--- src/rtl/unicode_text_decoder_macros.svh ---
// Assertion macros for the unicode text decoder.
`ifndef UNICODE_TEXT_DECODER_MACROS_SVH
`define UNICODE_TEXT_DECODER_MACROS_SVH

// Same-cycle implication, disabled during reset.
`define UTD_ASSERT_HOLDS(lbl, ck, rs, ante, cons, msg) \
  lbl: assert property (@(posedge ck) disable iff (rs) (ante) |-> (cons)) \
    else $error(msg);

// Next-cycle implication, disabled during reset.
`define UTD_ASSERT_NEXT(lbl, ck, rs, ante, cons, msg) \
  lbl: assert property (@(posedge ck) disable iff (rs) (ante) |=> (cons)) \
    else $error(msg);

`endif

--- src/rtl/utd_pkg.sv ---
// Types and constants for the unicode text decoder.
package utd_pkg;

  typedef enum logic [2:0] {
    ENC_UTF8    = 3'd0,
    ENC_UTF16LE = 3'd1,
    ENC_UTF16BE = 3'd2,
    ENC_UTF32LE = 3'd3,
    ENC_UTF32BE = 3'd4
  } enc_t;

  typedef enum logic [1:0] {
    ST_OK      = 2'd0,
    ST_INVALID = 2'd1,
    ST_TRUNC   = 2'd2,
    ST_SHORT   = 2'd3
  } status_t;

  typedef struct packed {
    logic [31:0] code_point;
    status_t     status;
    enc_t        encoding;
    logic        last_result;
  } result_t;

  // Byte order mark bytes
  localparam logic [7:0] BOM_00 = 8'h00;
  localparam logic [7:0] BOM_EF = 8'hef;
  localparam logic [7:0] BOM_BB = 8'hbb;
  localparam logic [7:0] BOM_BF = 8'hbf;
  localparam logic [7:0] BOM_FE = 8'hfe;
  localparam logic [7:0] BOM_FF = 8'hff;

  // UTF-16 surrogate tags (top six bits of a unit)
  localparam logic [5:0] HI_SURR_TAG = 6'b110110;
  localparam logic [5:0] LO_SURR_TAG = 6'b110111;
  localparam logic [31:0] SUPP_BASE  = 32'h0001_0000;

  // UTF-8 continuation tag (top two bits)
  localparam logic [1:0] CONT_TAG = 2'b10;

endpackage

--- src/rtl/unicode_text_decoder.sv ---
// Unicode text decoder: byte stream in, code points with status out.
//
//   Input channel (byte_valid / byte_stall) carries one raw byte per item plus
//   last_byte, which marks the final byte of a stream. Output channel
//   (result_valid / result_stall) carries one decoded character per item:
//   code_point, status (ok, invalid, truncated, too short), encoding and
//   last_result on the final result of a stream.
//   The first four bytes are held to look for a byte order mark (UTF-32 LE/BE,
//   UTF-8, UTF-16 LE/BE; plain UTF-8 when none). After the fourth byte the held
//   bytes past the mark are replayed, one per cycle, so the input stalls there
//   (not after a UTF-32 mark). Otherwise one byte a cycle. Both rates hold only
//   while the result buffer has room. A result is offered the cycle after the
//   byte or replay step that completes it, behind older results still in the
//   buffer. A cycle adds at most two results; the byte that completes the head
//   can give four over its replay. byte_stall rises during the replay and when
//   the result buffer has fewer than three free entries, so a stalled receiver
//   backs up the input; nothing drops. Reset (synchronous, rst high) empties
//   the buffer; it and every last byte return the decoder to a stream's start.
`include "unicode_text_decoder_macros.svh"

module unicode_text_decoder #(
  parameter int FIFO_DEPTH = 8  // result buffer entries, power of two, >= 4
) (
  input  logic        clk,
  input  logic        rst,
  input  logic        byte_valid,
  output logic        byte_stall,
  input  logic [7:0]  data_byte,
  input  logic        last_byte,
  output logic        result_valid,
  input  logic        result_stall,
  output logic [31:0] code_point,
  output logic [1:0]  status,
  output logic [2:0]  encoding,
  output logic        last_result
);

  localparam int PTR_W = $clog2(FIFO_DEPTH);
  localparam int CNT_W = $clog2(FIFO_DEPTH + 1);

  // Stream state
  logic [7:0]          head_bytes [4];
  logic [2:0]          head_count,       head_count_next;
  logic                mode_known,       mode_known_next;
  utd_pkg::enc_t       encoding_mode,    encoding_mode_next;
  logic [31:0]         code_accumulator, code_accumulator_next;
  logic [2:0]          bytes_remaining,  bytes_remaining_next;
  logic [1:0]          unit_byte_count,  unit_byte_count_next;
  logic [9:0]          pending_high,     pending_high_next;
  logic                high_valid,       high_valid_next;

  // Mark replay of held bytes
  logic                replaying,        replaying_next;
  logic [1:0]          replay_idx,       replay_idx_next;
  logic                replay_last,      replay_last_next;

  // Result buffer
  utd_pkg::result_t    fifo_q [FIFO_DEPTH];
  logic [PTR_W-1:0]    wr_ptr;
  logic [PTR_W-1:0]    rd_ptr;
  logic [CNT_W-1:0]    fifo_count;
  logic [PTR_W-1:0]    wr_addr [3];

  // Step results
  utd_pkg::result_t    res [3];
  logic [1:0]          nres;
  logic                space;
  logic                in_go;
  logic                head_we;
  logic                pop;
  logic                stream_end;

  assign space        = fifo_count <= CNT_W'(FIFO_DEPTH - 3);
  assign byte_stall   = replaying || !space;
  assign in_go        = byte_valid && !byte_stall;
  assign head_we      = in_go && !mode_known;
  assign result_valid = fifo_count != '0;
  assign pop          = result_valid && !result_stall;

  assign code_point   = fifo_q[rd_ptr].code_point;
  assign status       = fifo_q[rd_ptr].status;
  assign encoding     = fifo_q[rd_ptr].encoding;
  assign last_result  = fifo_q[rd_ptr].last_result;

  always_comb begin
    logic [7:0]  b;
    logic [15:0] u;
    logic        feed_en;
    logic        fin_last;
    logic        lead;
    logic [2:0]  mark_len;
    utd_pkg::enc_t det;

    head_count_next       = head_count;
    mode_known_next       = mode_known;
    encoding_mode_next    = encoding_mode;
    code_accumulator_next = code_accumulator;
    bytes_remaining_next  = bytes_remaining;
    unit_byte_count_next  = unit_byte_count;
    pending_high_next     = pending_high;
    high_valid_next       = high_valid;
    replaying_next        = replaying;
    replay_idx_next       = replay_idx;
    replay_last_next      = replay_last;
    stream_end            = 1'b0;
    nres                  = 2'd0;
    res[0]                = '0;
    res[1]                = '0;
    res[2]                = '0;
    feed_en               = 1'b0;
    fin_last              = 1'b0;
    lead                  = 1'b0;
    u                     = '0;
    det                   = utd_pkg::ENC_UTF8;
    mark_len              = 3'd0;
    b                     = replaying ? head_bytes[replay_idx] : data_byte;

    if (replaying) begin
      if (space) begin
        feed_en  = 1'b1;
        fin_last = replay_last && (replay_idx == 2'd3);
        if (replay_idx == 2'd3) begin
          replaying_next = 1'b0;
        end else begin
          replay_idx_next = replay_idx + 2'd1;
        end
      end
    end else if (in_go) begin
      if (!mode_known) begin
        if (head_count != 3'd3) begin
          if (last_byte) begin
            res[0]     = '{code_point: '0, status: utd_pkg::ST_SHORT,
                           encoding: utd_pkg::ENC_UTF8, last_result: 1'b1};
            nres       = 2'd1;
            stream_end = 1'b1;
          end else begin
            head_count_next = head_count + 3'd1;
          end
        end else begin
          // Fourth byte: pick the mark, first match wins
          if (head_bytes[0] == utd_pkg::BOM_FF && head_bytes[1] == utd_pkg::BOM_FE &&
              head_bytes[2] == utd_pkg::BOM_00 && data_byte == utd_pkg::BOM_00) begin
            det = utd_pkg::ENC_UTF32LE;  mark_len = 3'd4;
          end else if (head_bytes[0] == utd_pkg::BOM_00 &&
                       head_bytes[1] == utd_pkg::BOM_00 &&
                       head_bytes[2] == utd_pkg::BOM_FE && data_byte == utd_pkg::BOM_FF) begin
            det = utd_pkg::ENC_UTF32BE;  mark_len = 3'd4;
          end else if (head_bytes[0] == utd_pkg::BOM_EF &&
                       head_bytes[1] == utd_pkg::BOM_BB &&
                       head_bytes[2] == utd_pkg::BOM_BF) begin
            det = utd_pkg::ENC_UTF8;     mark_len = 3'd3;
          end else if (head_bytes[0] == utd_pkg::BOM_FF &&
                       head_bytes[1] == utd_pkg::BOM_FE) begin
            det = utd_pkg::ENC_UTF16LE;  mark_len = 3'd2;
          end else if (head_bytes[0] == utd_pkg::BOM_FE &&
                       head_bytes[1] == utd_pkg::BOM_FF) begin
            det = utd_pkg::ENC_UTF16BE;  mark_len = 3'd2;
          end
          encoding_mode_next = det;
          head_count_next    = 3'd4;
          mode_known_next    = 1'b1;
          if (mark_len == 3'd4) begin
            // Whole head is the mark: nothing to replay
            stream_end = last_byte;
          end else begin
            replaying_next   = 1'b1;
            replay_idx_next  = mark_len[1:0];
            replay_last_next = last_byte;
          end
        end
      end else begin
        feed_en  = 1'b1;
        fin_last = last_byte;
      end
    end

    if (feed_en) begin
      case (encoding_mode)
        utd_pkg::ENC_UTF16LE, utd_pkg::ENC_UTF16BE: begin
          if (unit_byte_count == 2'd0) begin
            code_accumulator_next = {24'd0, b};
            unit_byte_count_next  = 2'd1;
          end else begin
            u = (encoding_mode == utd_pkg::ENC_UTF16BE) ?
                {code_accumulator[7:0], b} : {b, code_accumulator[7:0]};
            unit_byte_count_next  = 2'd0;
            code_accumulator_next = '0;
            lead = 1'b1;
            if (high_valid) begin
              high_valid_next   = 1'b0;
              pending_high_next = '0;
              if (u[15:10] == utd_pkg::LO_SURR_TAG) begin
                res[nres] = '{code_point: utd_pkg::SUPP_BASE +
                                          {12'd0, pending_high, u[9:0]},
                              status: utd_pkg::ST_OK, encoding: encoding_mode,
                              last_result: 1'b0};
                nres = nres + 2'd1;
                lead = 1'b0;
              end else begin
                // Broken pair: flag it, then treat unit as a first unit
                res[nres] = '{code_point: '0, status: utd_pkg::ST_INVALID,
                              encoding: encoding_mode, last_result: 1'b0};
                nres = nres + 2'd1;
              end
            end
            if (lead) begin
              if (u[15:10] == utd_pkg::HI_SURR_TAG) begin
                pending_high_next = u[9:0];
                high_valid_next   = 1'b1;
              end else begin
                res[nres] = '{code_point: {16'd0, u}, status: utd_pkg::ST_OK,
                              encoding: encoding_mode, last_result: 1'b0};
                nres = nres + 2'd1;
              end
            end
          end
        end
        utd_pkg::ENC_UTF32LE, utd_pkg::ENC_UTF32BE: begin
          if (encoding_mode == utd_pkg::ENC_UTF32BE) begin
            code_accumulator_next = {code_accumulator[23:0], b};
          end else begin
            code_accumulator_next = code_accumulator |
                                    ({24'd0, b} << {unit_byte_count, 3'b000});
          end
          if (unit_byte_count == 2'd3) begin
            res[nres] = '{code_point: code_accumulator_next, status: utd_pkg::ST_OK,
                          encoding: encoding_mode, last_result: 1'b0};
            nres = nres + 2'd1;
            code_accumulator_next = '0;
            unit_byte_count_next  = 2'd0;
          end else begin
            unit_byte_count_next = unit_byte_count + 2'd1;
          end
        end
        default: begin
          lead = 1'b1;
          if (bytes_remaining != 3'd0) begin
            if (b[7:6] == utd_pkg::CONT_TAG) begin
              lead                  = 1'b0;
              code_accumulator_next = {code_accumulator[25:0], b[5:0]};
              bytes_remaining_next  = bytes_remaining - 3'd1;
              if (bytes_remaining == 3'd1) begin
                res[nres] = '{code_point: code_accumulator_next,
                              status: utd_pkg::ST_OK, encoding: encoding_mode,
                              last_result: 1'b0};
                nres = nres + 2'd1;
                code_accumulator_next = '0;
              end
            end else begin
              // Bad continuation: flag, then reuse byte as a lead
              res[nres] = '{code_point: '0, status: utd_pkg::ST_INVALID,
                            encoding: encoding_mode, last_result: 1'b0};
              nres = nres + 2'd1;
              bytes_remaining_next  = 3'd0;
              code_accumulator_next = '0;
            end
          end
          if (lead) begin
            if (b[7] == 1'b0) begin
              res[nres] = '{code_point: {24'd0, b}, status: utd_pkg::ST_OK,
                            encoding: encoding_mode, last_result: 1'b0};
              nres = nres + 2'd1;
            end else if (b[7:5] == 3'b110) begin
              code_accumulator_next = {27'd0, b[4:0]};
              bytes_remaining_next  = 3'd1;
            end else if (b[7:4] == 4'b1110) begin
              code_accumulator_next = {28'd0, b[3:0]};
              bytes_remaining_next  = 3'd2;
            end else if (b[7:3] == 5'b11110) begin
              code_accumulator_next = {29'd0, b[2:0]};
              bytes_remaining_next  = 3'd3;
            end else if (b[7:2] == 6'b111110) begin
              code_accumulator_next = {30'd0, b[1:0]};
              bytes_remaining_next  = 3'd4;
            end else if (b[7:1] == 7'b1111110) begin
              code_accumulator_next = {31'd0, b[0]};
              bytes_remaining_next  = 3'd5;
            end else begin
              // Stray continuation, FE or FF
              res[nres] = '{code_point: '0, status: utd_pkg::ST_INVALID,
                            encoding: encoding_mode, last_result: 1'b0};
              nres = nres + 2'd1;
            end
          end
        end
      endcase

      if (fin_last) begin
        if (bytes_remaining_next != 3'd0 || unit_byte_count_next != 2'd0 ||
            high_valid_next) begin
          res[nres] = '{code_point: '0, status: utd_pkg::ST_TRUNC,
                        encoding: encoding_mode, last_result: 1'b0};
          nres = nres + 2'd1;
        end
        if (nres != 2'd0) begin
          res[nres - 2'd1].last_result = 1'b1;
        end
        stream_end = 1'b1;
      end
    end

    if (stream_end) begin
      head_count_next       = 3'd0;
      mode_known_next       = 1'b0;
      encoding_mode_next    = utd_pkg::ENC_UTF8;
      code_accumulator_next = '0;
      bytes_remaining_next  = 3'd0;
      unit_byte_count_next  = 2'd0;
      pending_high_next     = '0;
      high_valid_next       = 1'b0;
      replaying_next        = 1'b0;
    end
  end

  always_comb begin
    for (int k = 0; k < 3; k++) begin
      wr_addr[k] = wr_ptr + PTR_W'(k);
    end
  end

  // Held head bytes
  always_ff @(posedge clk) begin
    if (head_we) begin
      head_bytes[head_count[1:0]] <= data_byte;
    end
  end

  // Result buffer storage
  always_ff @(posedge clk) begin
    for (int k = 0; k < 3; k++) begin
      if (2'(k) < nres) begin
        fifo_q[wr_addr[k]] <= res[k];
      end
    end
  end

  always_ff @(posedge clk) begin
    if (rst) begin
      head_count       <= 3'd0;
      mode_known       <= 1'b0;
      encoding_mode    <= utd_pkg::ENC_UTF8;
      code_accumulator <= '0;
      bytes_remaining  <= 3'd0;
      unit_byte_count  <= 2'd0;
      pending_high     <= '0;
      high_valid       <= 1'b0;
      replaying        <= 1'b0;
      replay_idx       <= 2'd0;
      replay_last      <= 1'b0;
      wr_ptr           <= '0;
      rd_ptr           <= '0;
      fifo_count       <= '0;
    end else begin
      head_count       <= head_count_next;
      mode_known       <= mode_known_next;
      encoding_mode    <= encoding_mode_next;
      code_accumulator <= code_accumulator_next;
      bytes_remaining  <= bytes_remaining_next;
      unit_byte_count  <= unit_byte_count_next;
      pending_high     <= pending_high_next;
      high_valid       <= high_valid_next;
      replaying        <= replaying_next;
      replay_idx       <= replay_idx_next;
      replay_last      <= replay_last_next;
      wr_ptr           <= wr_ptr + PTR_W'(nres);
      rd_ptr           <= rd_ptr + PTR_W'(pop);
      fifo_count       <= fifo_count + CNT_W'(nres) - CNT_W'(pop);
    end
  end

  // Checks
  `UTD_ASSERT_HOLDS(a_fifo_bound, clk, rst, 1'b1, fifo_count <= CNT_W'(FIFO_DEPTH), "result buffer overflow")
  `UTD_ASSERT_HOLDS(a_replay_known, clk, rst, replaying, mode_known, "replay without a decided mark")
  `UTD_ASSERT_NEXT(a_stream_clear, clk, rst, stream_end, !mode_known && head_count == 3'd0 && bytes_remaining == 3'd0 && unit_byte_count == 2'd0 && !high_valid, "state not cleared after stream end")
  `UTD_ASSERT_HOLDS(a_err_zero, clk, rst, result_valid && status != utd_pkg::ST_OK, code_point == 32'd0, "error result with nonzero code point")

endmodule
--- config.mk ---
export PLATFORM = sky130hd
export DESIGN_NAME = unicode_text_decoder
export DESIGN_NICKNAME = d
export VERILOG_FILES = /design/src/rtl/utd_pkg.sv /design/src/rtl/unicode_text_decoder.sv
export VERILOG_INCLUDE_DIRS = /design/src /design/src/rtl
export SDC_FILE = /design/constraint.sdc
export NUM_CORES = 1
export LEC_CHECK = 0
export BUFFER_PORTS_ARGS = -buffer_cell sky130_fd_sc_hd__buf_2
export CAP_MARGIN = 10
export CORE_MARGIN = 4
export CORE_UTILIZATION = 45
export DETAILED_ROUTE_END_ITERATION = 8
export GPL_TIMING_DRIVEN = 0
export HOLD_SLACK_MARGIN = 0.06
export SLEW_MARGIN = 10
export SYNTH_ARGS = -nofsm -noshare
export SYNTH_HDL_FRONTEND = slang
export SYNTH_SLANG_ARGS = --single-unit
--- constraint.sdc ---
create_clock -name clk -period 24.1 [get_ports clk]
set_input_delay 1.205 -clock clk [delete_from_list [all_inputs] [get_ports clk]]
set_output_delay 1.205 -clock clk [all_outputs]
set_load 0.01 [all_outputs]
# After elaboration in Yosys (flattened, before gate mapping)
# Memory sizes are Yosys's and may differ from the RTL's. A register that Yosys moved wholly into a read port is not among the register bits.
# Cells that the tools add are included.
[word_totals] register_bits=69 ramBits=336 wordCells=329 memories=2
[mem_list] memory="fifo_q" depth=8 word_bits=38 rd=1 rd_clocked_by_memory_dff=1 wr=3 line="unicode_text_decoder.sv:58" source="utd_pkg::result_t fifo_q [FIFO_DEPTH];"
[mem_list] memory="head_bytes" depth=4 word_bits=8 rd=4 rd_clocked_by_memory_dff=1 wr=1 line="unicode_text_decoder.sv:42" source="logic [7:0] head_bytes [4];"
[op_classes] n_addsub=16 n_lt_le_gt_ge=14 n_eq_ne=32 shift=1 mux=193 n_bitwise=11 n_reduce_logical=46
[ops] cell="$mux W114" count=28
[ops] cell="$bwmux W114" count=9
[ops] cell="$mux W32" count=14
[ops] cell="$demux W38 S2" count=5
[ops] cell="$pmux W114 S2" count=1
[ops] cell="$mux W38" count=4
[ops] cell="$mux W2" count=42
[ops] cell="$eq A8 B8 Y1 const B" count=9
[ops] cell="$mux W3" count=22
[ops] cell="$pmux W32 S2" count=1
[ops] cell="$mux W1" count=54
[ops] cell="$logic_not A8 Y1" count=4
[ops] cell="$or A32 B32 Y32" count=1
[ops] cell="$shl A8 B5 Y32" count=1
[ops] cell="$mux W10" count=3
[ops] cell="$mux W6" count=5
[ops] cell="$add A17 B20 Y21 const A" count=1
[ops] cell="$eq A6 B6 Y1 const B" count=3
[ops] cell="$logic_and A1 B1 Y1" count=18
[ops] cell="$mux W16" count=1
[ops] cell="$mux W8" count=2
[ops] cell="$ge A3 B3 Y1 const B" count=5
[ops] cell="$lt A3 B1 Y1 const B" count=5
[ops] cell="$not A2 Y3" count=5
[ops] cell="37 further kinds" count=70

# Longest topological paths before layout
[depth] ltp_word=37 mapped_depth=24 ltp_nobuf=23

# Least setup slack after synthesis
# OpenSTA, ideal clock, no wires.
[synth_path] path_kind="input-to-reg" startpoint="input byte_valid" endpoint="memory fifo_q[0][0] (netlist bit) (enable)" setup_ps=493 arrival_time_ps=7608 required_ps=23607 setup_slack_ps=15999 path_stages=17 cell_sequence="inv_1 a2111oi_4 nand3_1 inv_2 buf_1 ha_1 o21ai_0 o21ai_0 ha_1 mux2i_1 o21a_1 inv_1 ha_1 and4_1 o31ai_1 nand2b_1 o311ai_1"
[synth_lines] element="from (decl)" line="unicode_text_decoder.sv:26" source="input logic byte_valid,"
[synth_lines] element="to (decl)" line="unicode_text_decoder.sv:58"

==> run metrics <==
data arrival time of the critical path 7.69 ns; pwr dens 66.9 mW/mm^2; largest net degree at the start of global routing 39; clk buf depth 3; first-pass GRT wire length about 120000 um; Final Instance Count excl. Fillers around 3k; dpl hpwl between 60000 and 70000 um; gpl congestion 1.01; Hold Fails Final Rpt 0; Worst Tran Pin Value between 1 and 1.5 ns; required time worst endpoint ~24 ns; placed insts just under 3k; Via density 6.43; Final TNS setup 0 ns; CP Launch Type register; final non-filler cell area roughly 0.028 sq mm; Worst-path clk slew about 0.060 ns; number of global-route vias before repair roughly 19k; CTS root buf clkbuf_16; Worst Skew 0.0424 ns; Syn Std Cell Area around 0.025 sq mm; Layout area overhead 12.6%; Initial Utilization 45.8%; number of routed nets with antenna violations 0; initial DRC count between 2k and 2.5k; die span in x between 200 and 250 um; worst vdd ir 0.0603 mV; Remaining Overflow, GRT 0; Post-synth EDFFs between 300 and 400; # H-tree levels 2; Core ar. between 0.05 and 0.06 sq mm; CTS Sinks 407; post-synthesis cell type count around 110; failing checks DRC; layout cells sized above 1 between 10% and 20%; grt peak-use layer met2; die area about 0.059 sq mm; worst hold path depth 2; Post-Syn Instances about 2.2k; final net count 2335; Seq/Total Area, Yosys a little under half; FF-to-FF Start fifo_count[3]; met3 global-route usage 4.91%; Post-synth top flop edfxtp_1; Diodes inserted 0; Slew Limit Fails 0; period utilization between 30% and 40%; WL final between 80000 and 90000 um; post-synthesis register bit count roughly 410; Worst path slowest cell o311ai_4; length in cells of the worst reg-to-reg path 22; total track usage between 20% and 30%; status finished with violations; FF/Latch Area approximately 0.012 sq mm; Avg Cell Area, Syn about 11 sq um; wire length per cell between 20 and 30 um; crit path cell chain inv_1 > ha_1 > and2_1 > a2111oi_4 > nand3_1 > inv_2 > buf_1 > ha_1 > o21ai_0 > o21ai_0 > ha_1 > mux2i_1 > o21a_1 > inv_1 > ha_1 > and4_1 > o31ai_1 > nand2b_1 > o311ai_4 > buf_6 > buf_8 > buf_8; area of the multi-input gates between 0.01 and 0.015 sq mm; Resized cells post-CTS 0; drt pass-1 iters 9; CTS tree built; Final min period 7.37 ns; max incr delay on CP about 0.63 ns; total number of vias 19.4k; Syn Nets approximately 2.2k; Hold-fix buffers, CTS 0; Lkg Pwr between 10 and 15 nW; Setup Buffers After CTS 0; Crit Path Class reg -> reg; Max Clk Rate 136 MHz; CTS buffer count 47; critical path fanouts, max 13; chip height 243 um; met1 Use GR 37.5%; Power, Total 0.00187 W; # setup viols final 0; Slew HR roughly a tenth; # IOs 53; site row count 85; Worst-Skew Late Latency between 0.6 and 0.7 ns; worst hold path class reg -> reg; crit path launch fifo_count[3]; placed cell area 0.0264 sq mm; RSZ-0062 raised after global routing no; YS warnings 0; Fillers 4787; met2 GRT Util ~46%; cell mode on critical path ha_1; Async S/R FF share, synth 0%; IO buf count 52; Hold Crit Start pending_high[1]; initial antenna violation count 0; critical path endpoint category register; max-cap check violation count 0; number of remaining DRC errors 16
path summary, 6_finish.rpt:
path | to | slack (ns)
setup / recovery | fifo_q[0][27] | 16.73
hold reg to reg | pending_high[1] | 0.49
hold / removal | pending_high[1] | 0.49
setup reg to reg | fifo_q[0][27] | 16.73
metrics by stage:
| step | hold WS, ns | worst slack, ns | utilization, % |
|---|---|---|---|
| finish | 0.486 | 16.73 | 51.5 |
| global route | 0.505 | 16.23 | 51.5 |
| CTS | 0.486 | 16.76 | 51.5 |
| detailed placement | 0.477 | 16.24 | 48.7 |
| global placement | 0.473 | 11.38 | 47.9 |
| floorplan | 0.456 | 16.00 | - |
sequential cells by signal, indices dropped and copies added (netlist names), 3 cells and up, named ones only:
register	flops
fifo_q	304
code_accumulator	32
head_bytes	32
pending_high	10
fifo_count	4
bytes_remaining	3
encoding_mode	3
head_count	3
rd_ptr	3
wr_ptr	3
report_power, final:
part           total, W  leakage, nW  internal, W  switching, W
clock          0.000722        0.739     0.000415      0.000307
sequential     0.000787         3.46     0.000777     0.0000104
combinational  0.000358         6.27     0.000152      0.000205
metal layers:
layer | wire length, um | up-vias
met5 | 0 | -
met3 | 7040 | 212
met1 | 34600 | 9674
met4 | 3330 | 0
met2 | 39600 | 994
li1 | - | 8533
placed cells by master, fill, tap and decap left out, types with 16 or more instances in the layout:
cell type | synthesis | final
dfxtp_1 | 71 | 71
clkbuf_16 | 0 | 47
clkinv_1 | 0 | 16
mux2_2 | 50 | 50
inv_1 | 32 | 32
a222oi_1 | 20 | 20
mux2i_1 | 356 | 356
a22oi_1 | 34 | 34
buf_6 | 20 | 22
nor2_1 | 259 | 259
ha_1 | 35 | 35
o221ai_1 | 26 | 26
o21ai_0 | 95 | 95
buf_4 | 24 | 25
clkbuf_1 | 83 | 92
a21oi_1 | 90 | 90
nand2_1 | 164 | 164
mux4_2 | 77 | 77
buf_2 | 28 | 81
nand3_1 | 38 | 38
edfxtp_1 | 336 | 336
nor3_1 | 17 | 17
synthesized netlist by cell type (26+ instances only):
cell type / number / area share (%)
nand2_1: 164 / 2.5
mux2i_1: 356 / 14
o221ai_1: 26 / 0.92
a21oi_1: 90 / 1.8
ha_1: 35 / 1.8
nor2_1: 259 / 3.9
o21ai_0: 95 / 1.9
a22oi_1: 34 / 1.0
mux2_2: 50 / 2.3
clkbuf_1: 83 / 1.3
dfxtp_1: 71 / 5.7
inv_1: 32 / 0.48
buf_2: 28 / 0.57
nand3_1: 38 / 0.77
mux4_2: 77 / 7.0
edfxtp_1: 336 / 41
cell type report:
| class | instances | share of cell area (%) |
|---|---|---|
| plain buffers | 174 | 3.42 |
| inverters | 34 | 0.475 |
| clock buffers | 57 | 4.35 |
| clock inverters | 31 | 1.14 |
| well taps | 696 | 3.12 |
| repair buffers | 69 | 2.15 |
| flip-flops and latches | 407 | 41.2 |
| multi-input cells | 1552 | 44.1 |
worst max-delay path, delay by kind of cell (launching register included):
kind	cells	cell delay, ns
compound gates	6	2.14
buf+inv	7	1.63
fa+ha+maj	4	1.27
simple gates	4	1.27
flops	1	0.38
mux	1	0.38
logic make-up (layout without fill, tap and decap cells):
family                     after synthesis  after routing  synth area share (%)
DFF                                    407            407                  46.4
xor gates and xnor gates                14             14                 0.525
buffers and inverters                  208            365                  4.37
muxes                                  489            489                  23.9
AOI/OAI and AO/OA                      407            407                  11.5
adders and majority gates               37             37                  1.93
and+or+nand+nor                        605            605                  11.3
Note: power is estimated with default switching activity, not from simulation.
